**src/sv/pecd_pkg.sv**
```systemverilog
// ----------------------------------------------------------------------------
// pecd_pkg
// types, byte codes and the national character table of the escape decoder
// ----------------------------------------------------------------------------
package pecd_pkg;

  // action reported with each item
  typedef enum logic [2:0] {
    ACT_NONE  = 3'd0,
    ACT_PRINT = 3'd1,
    ACT_CR    = 3'd2,
    ACT_LF    = 3'd3,
    ACT_FF    = 3'd4,
    ACT_BS    = 3'd5
  } action_e;

  // pitch and script codes
  localparam logic [1:0] PITCH_PICA       = 2'd0;
  localparam logic [1:0] PITCH_ELITE      = 2'd1;
  localparam logic [1:0] PITCH_COMPRESSED = 2'd2;
  localparam logic [1:0] SCRIPT_NORMAL    = 2'd0;
  localparam logic [1:0] SCRIPT_SUPER     = 2'd1;
  localparam logic [1:0] SCRIPT_SUB       = 2'd2;

  // control bytes
  localparam logic [7:0] CH_BEL = 8'h07;
  localparam logic [7:0] CH_BS  = 8'h08;
  localparam logic [7:0] CH_HT  = 8'h09;
  localparam logic [7:0] CH_LF  = 8'h0A;
  localparam logic [7:0] CH_VT  = 8'h0B;
  localparam logic [7:0] CH_FF  = 8'h0C;
  localparam logic [7:0] CH_CR  = 8'h0D;
  localparam logic [7:0] CH_SO  = 8'h0E;
  localparam logic [7:0] CH_SI  = 8'h0F;
  localparam logic [7:0] CH_DC1 = 8'h11;
  localparam logic [7:0] CH_DC2 = 8'h12;
  localparam logic [7:0] CH_DC3 = 8'h13;
  localparam logic [7:0] CH_DC4 = 8'h14;
  localparam logic [7:0] CH_CAN = 8'h18;
  localparam logic [7:0] CH_ESC = 8'h1B;

  // escape command bytes
  localparam logic [7:0] CMD_NONE        = 8'h00;
  localparam logic [7:0] CMD_RESET       = 8'h40;
  localparam logic [7:0] CMD_CR          = 8'h3C;
  localparam logic [7:0] CMD_ITALIC_ON   = 8'h34;
  localparam logic [7:0] CMD_ITALIC_OFF  = 8'h35;
  localparam logic [7:0] CMD_EMPH_ON     = 8'h45;
  localparam logic [7:0] CMD_EMPH_OFF    = 8'h46;
  localparam logic [7:0] CMD_DSTRIKE_ON  = 8'h47;
  localparam logic [7:0] CMD_DSTRIKE_OFF = 8'h48;
  localparam logic [7:0] CMD_ELITE_ON    = 8'h4D;
  localparam logic [7:0] CMD_ELITE_OFF   = 8'h50;
  localparam logic [7:0] CMD_SCRIPT_OFF  = 8'h54;
  localparam logic [7:0] CMD_UNDERLINE   = 8'h2D;
  localparam logic [7:0] CMD_MASTER      = 8'h21;
  localparam logic [7:0] CMD_CHARSET     = 8'h52;
  localparam logic [7:0] CMD_SCRIPT      = 8'h53;
  localparam logic [7:0] CMD_UNIDIR      = 8'h55;
  localparam logic [7:0] CMD_EXPANDED    = 8'h57;
  localparam logic [7:0] CMD_PROP        = 8'h70;
  localparam logic [7:0] CMD_SPEED       = 8'h73;
  localparam logic [7:0] CMD_IMMEDIATE   = 8'h69;

  // parameter values
  localparam logic [7:0] PARAM_ZERO = 8'h30;
  localparam logic [7:0] PARAM_ONE  = 8'h31;

  // national sets
  localparam int unsigned NUM_SETS      = 9;
  localparam int unsigned NUM_NAT_CODES = 12;
  localparam logic [3:0]  SET_USA       = 4'd0;
  localparam logic [3:0]  SET_LAST      = 4'd8;
  localparam logic [7:0]  ITALIC_BIT    = 8'h80;

  // row 0 is the usa set and doubles as the lookup key
  localparam logic [7:0] NAT_MAP [NUM_SETS][NUM_NAT_CODES] = '{
    '{8'd35, 8'd36, 8'd64, 8'd91, 8'd92, 8'd93, 8'd94, 8'd96, 8'd123, 8'd124, 8'd125, 8'd126},
    '{8'd35, 8'd36, 8'd0,  8'd5,  8'd15, 8'd16, 8'd94, 8'd96, 8'd30,  8'd2,   8'd1,   8'd22},
    '{8'd35, 8'd36, 8'd16, 8'd23, 8'd24, 8'd25, 8'd94, 8'd96, 8'd26,  8'd27,  8'd28,  8'd17},
    '{8'd6,  8'd36, 8'd64, 8'd91, 8'd92, 8'd93, 8'd94, 8'd96, 8'd123, 8'd124, 8'd125, 8'd126},
    '{8'd35, 8'd36, 8'd64, 8'd18, 8'd20, 8'd13, 8'd94, 8'd96, 8'd19,  8'd21,  8'd14,  8'd126},
    '{8'd35, 8'd11, 8'd29, 8'd23, 8'd24, 8'd13, 8'd25, 8'd30, 8'd26,  8'd27,  8'd14,  8'd28},
    '{8'd35, 8'd36, 8'd64, 8'd5,  8'd92, 8'd30, 8'd94, 8'd30, 8'd0,   8'd3,   8'd1,   8'd4},
    '{8'd12, 8'd36, 8'd64, 8'd7,  8'd9,  8'd8,  8'd94, 8'd96, 8'd22,  8'd10,  8'd125, 8'd126},
    '{8'd35, 8'd36, 8'd64, 8'd91, 8'd31, 8'd93, 8'd94, 8'd96, 8'd123, 8'd124, 8'd125, 8'd126}
  };

  // parser and print mode state
  typedef struct packed {
    logic       escape_seen;
    logic [7:0] pending;
    logic       elite;
    logic       compressed;
    logic       expanded;
    logic       one_line;
    logic       emphasized;
    logic       dstrike;
    logic       italic;
    logic       underline;
    logic       superscript;
    logic       subscript;
    logic       proportional;
    logic [3:0] charset;
  } pstate_t;

  localparam pstate_t PSTATE_RESET = '0;

  // one result item
  typedef struct packed {
    action_e    action;
    logic [7:0] char_code;
    logic [1:0] pitch;
    logic       double_width;
    logic       emphasized;
    logic       double_strike;
    logic       underline;
    logic [1:0] script;
    logic       proportional;
  } result_t;

endpackage

```
**src/sv/pecd_glyph_map.sv**
```systemverilog
// ----------------------------------------------------------------------------
// pecd_glyph_map
// national character substitution and italic bit for a printed byte
// ----------------------------------------------------------------------------
module pecd_glyph_map import pecd_pkg::*; (
  input  logic [7:0] data_byte_i,
  input  logic [3:0] charset_i,
  input  logic       italic_i,
  output logic [7:0] glyph_o
);

  logic [7:0] mapped;
  logic       hit;

  // compare against the usa row, take the selected set's entry on a hit
  always_comb begin
    mapped = data_byte_i;
    hit    = 1'b0;
    if (charset_i != SET_USA && charset_i <= SET_LAST) begin
      for (int k = 0; k < NUM_NAT_CODES; k++) begin
        if (!hit && NAT_MAP[0][k] == data_byte_i) begin
          mapped = NAT_MAP[charset_i][k];
          hit    = 1'b1;
        end
      end
    end
  end

  assign glyph_o = italic_i ? (mapped | ITALIC_BIT) : mapped;

endmodule

```
**src/sv/pecd_decode.sv**
```systemverilog
// ----------------------------------------------------------------------------
// pecd_decode
// per-byte parser: next mode state and the result item
// ----------------------------------------------------------------------------
module pecd_decode import pecd_pkg::*; (
  input  logic [7:0] data_byte_i,
  input  pstate_t    state_i,
  output pstate_t    state_o,
  output result_t    result_o
);

  logic [7:0] glyph;
  action_e    act;
  pstate_t    ns;

  pecd_glyph_map u_glyph_map (
    .data_byte_i (data_byte_i),
    .charset_i   (state_i.charset),
    .italic_i    (state_i.italic),
    .glyph_o     (glyph)
  );

  // parser next state
  always_comb begin
    ns  = state_i;
    act = ACT_NONE;
    if (state_i.escape_seen) begin
      ns.escape_seen = 1'b0;
      ns.pending     = CMD_NONE;
      case (data_byte_i)
        CMD_RESET: begin
          ns          = PSTATE_RESET;
          ns.one_line = state_i.one_line;
        end
        CMD_CR:          act = ACT_CR;
        CH_SO:           ns.one_line = 1'b1;
        CH_SI:           ns.compressed = 1'b1;
        CMD_ITALIC_ON:   ns.italic = 1'b1;
        CMD_ITALIC_OFF:  ns.italic = 1'b0;
        CMD_EMPH_ON:     ns.emphasized = 1'b1;
        CMD_EMPH_OFF:    ns.emphasized = 1'b0;
        CMD_DSTRIKE_ON:  ns.dstrike = 1'b1;
        CMD_DSTRIKE_OFF: ns.dstrike = 1'b0;
        CMD_ELITE_ON:    ns.elite = 1'b1;
        CMD_ELITE_OFF:   ns.elite = 1'b0;
        CMD_SCRIPT_OFF: begin
          ns.superscript = 1'b0;
          ns.subscript   = 1'b0;
        end
        CMD_UNDERLINE, CMD_MASTER, CMD_CHARSET, CMD_SCRIPT, CMD_UNIDIR,
        CMD_EXPANDED, CMD_PROP, CMD_SPEED, CMD_IMMEDIATE: begin
          ns.pending = data_byte_i;
        end
        // unknown commands just end the sequence
        default: ;
      endcase
    end else if (state_i.pending != CMD_NONE) begin
      ns.pending = CMD_NONE;
      case (state_i.pending)
        CMD_UNDERLINE: begin
          if (data_byte_i == PARAM_ZERO) ns.underline = 1'b0;
          else if (data_byte_i == PARAM_ONE) ns.underline = 1'b1;
        end
        CMD_MASTER: begin
          ns.expanded   = data_byte_i[5];
          ns.dstrike    = data_byte_i[4];
          ns.emphasized = data_byte_i[3];
          ns.compressed = data_byte_i[2];
          ns.elite      = data_byte_i[0];
        end
        CMD_CHARSET: begin
          ns.charset = (data_byte_i > {4'd0, SET_LAST}) ? SET_USA : data_byte_i[3:0];
        end
        CMD_SCRIPT: begin
          if (data_byte_i == PARAM_ZERO) begin
            ns.superscript = 1'b1;
            ns.subscript   = 1'b0;
          end else if (data_byte_i == PARAM_ONE) begin
            ns.superscript = 1'b0;
            ns.subscript   = 1'b1;
          end
        end
        CMD_EXPANDED: begin
          if (data_byte_i == PARAM_ONE) ns.expanded = 1'b1;
          else if (data_byte_i == PARAM_ZERO) ns.expanded = 1'b0;
        end
        CMD_PROP: begin
          if (data_byte_i == PARAM_ONE) ns.proportional = 1'b1;
          else if (data_byte_i == PARAM_ZERO) ns.proportional = 1'b0;
        end
        // parameter discarded
        default: ;
      endcase
    end else begin
      case (data_byte_i)
        CH_BEL, CH_HT, CH_DC1, CH_DC3, CH_CAN: ;
        CH_BS: act = ACT_BS;
        CH_LF: begin
          ns.one_line = 1'b0;
          act         = ACT_LF;
        end
        CH_VT, CH_DC4: ns.one_line = 1'b0;
        CH_FF: begin
          ns.one_line = 1'b0;
          act         = ACT_FF;
        end
        CH_CR: begin
          ns.one_line = 1'b0;
          act         = ACT_CR;
        end
        CH_SO:  ns.one_line = 1'b1;
        CH_SI:  ns.compressed = 1'b1;
        CH_DC2: ns.compressed = 1'b0;
        CH_ESC: ns.escape_seen = 1'b1;
        default: act = ACT_PRINT;
      endcase
    end
  end

  // result fields reflect the state after the byte
  always_comb begin
    result_o.action        = act;
    result_o.char_code     = (act == ACT_PRINT) ? glyph : 8'd0;
    result_o.pitch         = ns.elite ? PITCH_ELITE :
                             (ns.compressed ? PITCH_COMPRESSED : PITCH_PICA);
    result_o.double_width  = ns.expanded | ns.one_line;
    result_o.emphasized    = ns.emphasized;
    result_o.double_strike = ns.dstrike;
    result_o.underline     = ns.underline;
    result_o.script        = ns.superscript ? SCRIPT_SUPER :
                             (ns.subscript ? SCRIPT_SUB : SCRIPT_NORMAL);
    result_o.proportional  = ns.proportional;
  end

  assign state_o = ns;

endmodule

```
**src/sv/printer_escape_command_decoder.sv**
```systemverilog
// Path: an accepted item is held in the input register, then in the result register that drives the ports.
// Throughput: one item per cycle while out_stall_i is low; the decode between the input
// register and the result register is a single pass of flat logic and a 12-way compare.
// Stalls: a stalled result holds the input register; in_stall_o rises in the same
// cycle once that register is full, so at most one more item is absorbed.
// Reset: rst_ni low clears parser state, mode flags, usa charset and both valid flags.
// ----------------------------------------------------------------------------
// printer_escape_command_decoder
// byte stream parser for printer escape sequences and print mode flags
// ----------------------------------------------------------------------------
module printer_escape_command_decoder import pecd_pkg::*; (
  input  logic       clk_i,
  input  logic       rst_ni,
  input  logic       in_valid_i,
  output logic       in_stall_o,
  input  logic [7:0] data_byte_i,
  output logic       out_valid_o,
  input  logic       out_stall_i,
  output logic [2:0] action_o,
  output logic [7:0] char_code_o,
  output logic [1:0] pitch_o,
  output logic       double_width_o,
  output logic       emphasized_o,
  output logic       double_strike_o,
  output logic       underline_o,
  output logic [1:0] script_o,
  output logic       proportional_o
);

  logic       in_valid_q, in_valid_d;
  logic [7:0] in_byte_q;
  logic       out_valid_q, out_valid_d;
  result_t    out_q;
  result_t    result;
  pstate_t    state_q, state_d;
  logic       in_accept;
  logic       advance;

  // handshake: the input register moves on whenever the result slot frees
  assign advance     = in_valid_q && (!out_valid_q || !out_stall_i);
  assign in_stall_o  = in_valid_q && !advance;
  assign in_accept   = in_valid_i && !in_stall_o;
  assign in_valid_d  = in_accept || (in_valid_q && !advance);
  assign out_valid_d = advance || (out_valid_q && out_stall_i);

  pecd_decode u_decode (
    .data_byte_i (in_byte_q),
    .state_i     (state_q),
    .state_o     (state_d),
    .result_o    (result)
  );

  // control and mode state
  always_ff @(posedge clk_i or negedge rst_ni) begin
    if (!rst_ni) begin
      in_valid_q  <= 1'b0;
      out_valid_q <= 1'b0;
      state_q     <= PSTATE_RESET;
    end else begin
      in_valid_q  <= in_valid_d;
      out_valid_q <= out_valid_d;
      if (advance) state_q <= state_d;
    end
  end

  // payload registers
  always_ff @(posedge clk_i) begin
    if (in_accept) in_byte_q <= data_byte_i;
    if (advance) out_q <= result;
  end

  assign out_valid_o     = out_valid_q;
  assign action_o        = out_q.action;
  assign char_code_o     = out_q.char_code;
  assign pitch_o         = out_q.pitch;
  assign double_width_o  = out_q.double_width;
  assign emphasized_o    = out_q.emphasized;
  assign double_strike_o = out_q.double_strike;
  assign underline_o     = out_q.underline;
  assign script_o        = out_q.script;
  assign proportional_o  = out_q.proportional;

endmodule

```
**config.mk**
```make
export PLATFORM = sky130hd
export DESIGN_NAME = printer_escape_command_decoder
export DESIGN_NICKNAME = d
export VERILOG_FILES = /design/src/sv/pecd_pkg.sv /design/src/sv/pecd_glyph_map.sv /design/src/sv/pecd_decode.sv /design/src/sv/printer_escape_command_decoder.sv
export SDC_FILE = /design/constraint.sdc
export NUM_CORES = 1
export LEC_CHECK = 0
export BUFFER_PORTS_ARGS = -buffer_cell sky130_fd_sc_hd__buf_2
export CAP_MARGIN = 40
export CELL_PAD_IN_SITES_DETAIL_PLACEMENT = 1
export CELL_PAD_IN_SITES_GLOBAL_PLACEMENT = 2
export CORE_AREA = 2 2 102 104
export DETAILED_ROUTE_END_ITERATION = 12
export DIE_AREA = 0 0 104 106
export HOLD_SLACK_MARGIN = 0.02
export PLACE_DENSITY = 0.91
export SLEW_MARGIN = 20
export SYNTH_ARGS = -nofsm -noshare
export SYNTH_HDL_FRONTEND = slang
export SYNTH_SLANG_ARGS = --single-unit
```
**constraint.sdc**
```tcl
create_clock -name clk_i -period 4.4 [get_ports clk_i]
set_input_delay 0.22 -clock clk_i [delete_from_list [all_inputs] [get_ports clk_i]]
set_output_delay 0.22 -clock clk_i [all_outputs]
set_load 0.005 [all_outputs]
```
==> impl_metrics.csv, run 1 <==
group,metric,value,unit
status,outcome,"finished, final reports clean",
synth,synth_fa_ha_area_share,1.28,%
sta,hold_viol,0,
sta,rsz0062_at_grt,"no",
sta,tns,0,ps
sta,period_share,72.9,%
place,gp_congestion,0.939,
synth,synth_compound_area_share,25.0,%
clock_tree,clk_path_buf_depth,2,
place,pre_cts_ws,1370,ps
setup_path,timing.critical_path.cells,"clkinv_1, and4_1, o21ai_0, o2111ai_1, a32o_1, o211ai_1, a21oi_1",
route,drt-total-wl,13100,um
synth,avgSynthCellArea,8.73,um^2
setup_path,crit_family,"compound AO/OA/AOI/OAI gates",
floorplanning,start_util,39.0,%
synth,synth.top_cells.by_count,"53 x nand2_1, 33 x o21ai_0, 32 x nor2_1",
synth,yosysTopAreaCell,"edfxtp_1",
sta,slew_violations,0,
route,ant_nets,0,
pwr,seqPwrFrac,53.3,%
place,io_buffers,33,
pwr,p_leak,1.60,nW
synth,synth_simple_gate_area_share,27.8,%
setup_path,critPathSlowestCell,"edfxtp_1",
synth,synthXorXnorAreaFrac,0.673,%
synth,synth_most_common_cell,"nand2_1",
pwr,power,1.12,mW
global_routing,grt_pass1_vias,3781,
floorplanning,core_area,10000,um^2
synth,ys_seq_area_share,38.2,%
cells_and_area,area_delta_synth_final,10.0,%
floorplanning,num_rows,37,
place,hpwl,9690,um
floorplanning,fp.dieW,104,um
cells_and_area,fin_nets,477,
sta,setup_slack,1190,ps
clock_tree,clock_latency,330,ps
clock_tree,cts_made_buffers,5,
global_routing,track_usage,24.3,%
clock_tree,htreeDepth,2,
setup_path,reg2reg_from,"in_byte_q[1]",
setup_path,worst_r2r_endpoint,"char_code_o[2]",
synth,synthDistinctLibCells,75,
route,drc,0,
synth,async_flop_share,48.1,%
worst_hold_path,hold_class,"input port to flip-flop",
setup_path,worst-setup-path-type,"flip-flop to flip-flop",
setup_path,critPathRequiredTime,4470,ps
route,routed_via_density,6.37,
clock_tree,cts_setup_buffers,0,
setup_path,cp_max_fo,18,
global_routing,grt_remaining_overflow,0,
sta,skew,13.3,ps
setup_path,r2r_setup_slack,1190,ps
sta,finalHoldWorstSlack,59.7,ps
pwr,p_sw_share,28.0,%
setup_path,critPathBufInv,1,
pwr,power.internal,0.810,mW
setup_path,crit_cells,7,
sta,period_needed,3210,ps
worst_hold_path,whs_endpoint,"in_byte_q[0]",
floorplanning,die_h,106,um
global_routing,grt_pass1_wl,21100,um
setup_path,slowest_delay,940,ps
synth,synth_top_family_by_area,"simple AND/OR/NAND/NOR gates",
pwr,combPwrFrac,15.5,%
clock_tree,cts_tree,"yes",
worst_hold_path,worstHoldStart,"data_byte_i[0]",
setup_path,critPathArrivalTime,3270,ps
synth,synth_area_leaders,"edfxtp_1 22%, dfrtp_1 17%, nand2_1 5.1%",
setup_path,cp-start-kind,"flip-flop",
sta,slew_headroom,40.9,%
route,via_count,3810,
synth,yosysWarnings,0,
clock_tree,clock_sinks,54,
synth,ys.flop_type,"edfxtp_1",
synth,syn_nets,463,
setup_path,reg2reg_depth,7,
pwr,power_density,262,nW/um^2
global_routing,grt_antenna_before_repair,0,
sta,tightest_slew,886,ps
clock_tree,path_clk_slew,100,ps
cells_and_area,num_antenna_cells,0,
setup_path,end_kind,"flip-flop",
pwr,pwr-share-clk,31.1,%
synth,yosys-mux-area-fraction,2.21,%
flow_run,drv_cap,0,
route,wl_per_cell,21.9,um
floorplanning,pin_count,34,
route,first_iter_violations,469,
sta,setup_viol,0,
cells_and_area,drive_above_1_share,16.5,%
synth,ys_seq_elements,54,
global_routing,grt_max_degree,34,
sta,fmax,312,MHz
floorplanning,fp.dieArea,11000,um^2
synth,synth.top_cell.area_share,21.5,%
synth,synth_enable_flop_cells,28,
synth,synthCells,447,
pwr,max-vdd-ir-drop,0.155,mV
pwr,p_sw,0.315,mW
route,drtPass1Iterations,5,
synth,syn_area,3900,um^2
worst_hold_path,hold-path-cell-count,1,
clock_tree,cts-root-buf,"clkbuf_8",
-- worst reg2reg max path: stages (launching register included) --
cell and delay (ps):
edfxtp_1 940, clkinv_1 610, and4_1 410, o21ai_0 270
o2111ai_1 210, a32o_1 300, o211ai_1 100, a21oi_1 100
-- flip-flops by register name, summed over array words and instances, names as in the netlist --
register and cells:
underline_o 1, pitch_o 2, script_o 2, out_valid_o 1, proportional_o 1, state_q 24
action_o 3, char_code_o 8, in_byte_q 8, double_width_o 1, double_strike_o 1, in_valid_q 1
emphasized_o 1
-- cell type report --
| type | instances | area [um^2] |
|---|---|---|
| Timing Repair Buffer | 40 | 255 |
| Multi-Input combinational cell | 349 | 2220 |
| Inverter | 11 | 41.3 |
| Fill cell | 1211 | 5700 |
| Clock buffer | 5 | 68.8 |
| Sequential cell | 54 | 1490 |
| Clock inverter | 3 | 47.5 |
| Tap cell | 136 | 170 |
-- worst max path at each step --
stage,from,endpoint,slack (ps)
floorplan,state_q[1],char_code_o[2],2180
global placement,in_byte_q[2],char_code_o[6],1260
detailed placement,in_byte_q[1],char_code_o[2],1370
CTS,in_byte_q[1],char_code_o[2],1320
global route,in_byte_q[1],char_code_o[1],1090
finish,in_byte_q[1],char_code_o[2],1190
-- layer usage --
layer	up-vias	share of wire (%)	track usage (%)
met5	-	0	0
met4	0	2.0	7.34
met3	25	6.9	3.68
met2	169	46	38.6
met1	1898	45	34.2
li1	1718	-	-
-- logic make-up after synthesis --
group	Yosys count
XOR/XNOR	3
AO/OA/AOI/OAI	144
flip-flops	54
buffers and inverters	44
AND/OR/NAND/NOR	190
adder cells (fa/ha/maj)	4
multiplexers	8
-- stage by stage --
step / instance area (um^2) / std cells / utilization (%)
after floorplan: 3900 / 447 / -
after global placement: 4110 / 586 / 41.1
after detailed placement: 4170 / 589 / 41.7
after CTS: 4300 / 598 / 43.0
after global routing: 4300 / 598 / 43.0
final: 4300 / 598 / 43.0
-- placed cells by master, fill, tap and decap left out, drive strengths merged, types with 6 or more instances in the layout --
cell type	count
o22ai	9
o21ai	37
edfxtp	28
a31oi	7
nand4b	7
buf	39
nand2b	11
dfrtp	26
a22o	12
nor2b	8
o31ai	6
and2	6
nor2	32
a211oi	7
inv	12
nand2	53
a21oi	28
nor3	16
and3	6
nand3	15
-- timing repair --
item | CTS | global route
hold buffers | 1 | 0
gates resized for setup | 0 | 0
endpoints found under the hold margin | 26 | 0
-- power groups by stage --
| stage | clock (mW) | sequential [mW] | combinational (mW) |
|---|---|---|---|
| after floorplan | 0 | 0.590 | 0.121 |
| after global placement | 0 | 0.616 | 0.156 |
| after detailed placement | 0 | 0.610 | 0.173 |
| after CTS | 0.362 | 0.600 | 0.174 |
| after global routing | 0.381 | 0.605 | 0.193 |
| final | 0.350 | 0.600 | 0.175 |
Note: power is estimated with default switching activity, not from simulation.
==> inputs of run 2 (changes only) <==
CORE_AREA = 2 2 106 108   (was 2 2 102 104)
DIE_AREA = 0 0 108 110   (was 0 0 104 106)
PLACE_DENSITY = 0.86   (was 0.91)
clock period = 3 ns   (was 4.4 ns; I/O delays follow)
==> impl_metrics.csv, run 2 (synthesis results as in run 1) <==
group,metric,value,unit
clock_tree,clock_sinks,54,
setup_path,end_kind,"flip-flop",
sta,tightest_slew,782,ps
route,drc,0,
pwr,seqPwrFrac,54.8,%
pwr,p_leak,1.72,nW
clock_tree,clock_latency,320,ps
flow_run,drv_cap,0,
route,ant_nets,0,
route,route.met3.wl,806,um
pwr,pwr-share-clk,27.2,%
global_routing,grt_pass1_vias,3806,
sta,period_share,90.3,%
setup_path,worst-setup-path-type,"flip-flop to flip-flop",
pwr,combPwrFrac,18.1,%
setup_path,reg2reg_from,"in_byte_q[0]",
floorplanning,fp.dieW,108,um
worst_hold_path,hold_class,"input port to flip-flop",
clock_tree,htreeDepth,2,
route,routed_via_density,6.06,
floorplanning,core_area,10700,um^2
cells_and_area,area_delta_synth_final,15.2,%
floorplanning,pin_count,34,
worst_hold_path,worstHoldStart,"in_valid_i",
cells_and_area,seq_area,1490,um^2
clock_tree,clk_path_buf_depth,2,
sta,hold_viol,0,
cells_and_area,stdcell_count,634,
worst_hold_path,whs_endpoint,"in_valid_q",
setup_path,r2r_setup_slack,290,ps
clock_tree,cts-root-buf,"clkbuf_8",
pwr,p_sw,0.466,mW
floorplanning,die_h,110,um
clock_tree,path_clk_slew,100,ps
pwr,max-vdd-ir-drop,0.172,mV
global_routing,grt_antenna_before_repair,0,
sta,fmax,369,MHz
sta,period_needed,2710,ps
global_routing,track_usage,23.1,%
route,highest_layer,"met4",
floorplanning,num_rows,38,
route,via_count,3843,
setup_path,worst_r2r_endpoint,"char_code_o[2]",
clock_tree,cts_made_buffers,5,
pwr,power_density,352,nW/um^2
pwr,p_sw_share,29.5,%
global_routing,grt_max_degree,34,
route,dr_wl_met2,6110,um
place,hpwl,9930,um
setup_path,reg2reg_depth,8,
pwr,power.internal,1.12,mW
sta,rsz0062_at_grt,"no",
place,dp_cells,617,
sta,setup_slack,290,ps
place,gp_congestion,0.983,
cells_and_area,multi_input_area,2220,um^2
cells_and_area,fill_cells,1309,
place,pre_cts_ws,358,ps
clock_tree,cts_tree,"yes",
global_routing,grt_remaining_overflow,0,
route,drt-total-wl,13300,um
status,outcome,"finished, final reports clean",
floorplanning,fp.dieArea,11900,um^2
sta,slew_headroom,47.2,%
route,first_iter_violations,321,
sta,skew,11.2,ps
pwr,power,1.58,mW
route,drtPass1Iterations,5,
sta,tns,0,ps
worst_hold_path,hold-path-cell-count,2,
route,wl_per_cell,20.9,um
sta,slew_violations,0,
cells_and_area,num_antenna_cells,0,
setup_path,critPathArrivalTime,2780,ps
setup_path,critPathRequiredTime,3070,ps
floorplanning,start_util,36.5,%
cells_and_area,fin_nets,509,
global_routing,grt_pass1_wl,21300,um
setup_path,cp-start-kind,"flip-flop",
setup_path,cp_max_fo,12,
route,wl_met1,6120,um
sta,setup_viol,0,
cells_and_area,largest_register_ffs,24,
cells_and_area,drive_above_1_share,20.0,%
place,io_buffers,33,
cells_and_area,largest_register,"state_q",
cells_and_area,final_cell_mix,"53 x nand2_1, 33 x o21ai_0, 33 x buf_2, 32 x nor2_1, 30 x buf_4",
cells_and_area,mostFrequentLayoutCell,"nand2_1",
run 2: cell count changes in the layout (fill, tap and decap cells not counted), sizes merged:
cell	change
inv	-1
clkbuf	+1
buf	+24
dlygate4sd3	+8
bufinv	-1
clkinv	+1
run 2: routing by layer:
metal | vias up | track usage (%)
met5 | - | 0
met4 | 0 | 5.49
met3 | 23 | 3.76
met2 | 144 | 38.2
met1 | 1900 | 31.8
li1 | 1776 | -
run 2: worst max path at each step:
stage	to	slack, ps	start
after global placement	char_code_o[2]	380	in_byte_q[0]
after floorplan	char_code_o[2]	780	state_q[1]
final	char_code_o[2]	290	in_byte_q[0]
after CTS	char_code_o[2]	340	in_byte_q[0]
after detailed placement	char_code_o[2]	360	in_byte_q[0]
after global routing	char_code_o[1]	160	in_byte_q[1]
run 2: worst max-delay path, cell delays in order (launching register included):
cell and delay, ps:
edfxtp_1 620, buf_4 280, nor4b_2 590, and3_1 250, a221o_1 130, o2111ai_1 140, a32o_1 290, o211ai_1 90
a21oi_1 80
run 2: layout make-up:
cell class	instances	share of cell area [%]
clock buffer	6	1.61
clock inverter	2	0.306
inverter	11	0.918
multi-input combinational	349	49.4
sequential	54	33.2
tap	140	3.90
timing repair buffer	72	10.7
run 2: power by group through the flow:
stage | sequential [mW] | clock [mW] | combinational (mW)
after floorplan | 0.865 | 0 | 0.177
after global placement | 0.881 | 0 | 0.272
after detailed placement | 0.883 | 0 | 0.275
after CTS | 0.866 | 0.435 | 0.285
after global routing | 0.873 | 0.459 | 0.315
final | 0.866 | 0.430 | 0.286
run 2: metrics by stage:
step | util, % | area [um^2] | hold slack, ps
detailed placement | 40.4 | 4320 | 215
global route | 42.0 | 4500 | 48.1
floorplan | - | 3900 | -146
global placement | 40.4 | 4320 | 213
CTS | 42.0 | 4500 | 40.7
finish | 42.0 | 4500 | 36.8
run 2: timing repair:
item / CTS / global route
hold buffers: 9 / 0
setup buffers: 0 / 0
endpoints found under the hold margin: 34 / 0
resized for setup: 0 / 0
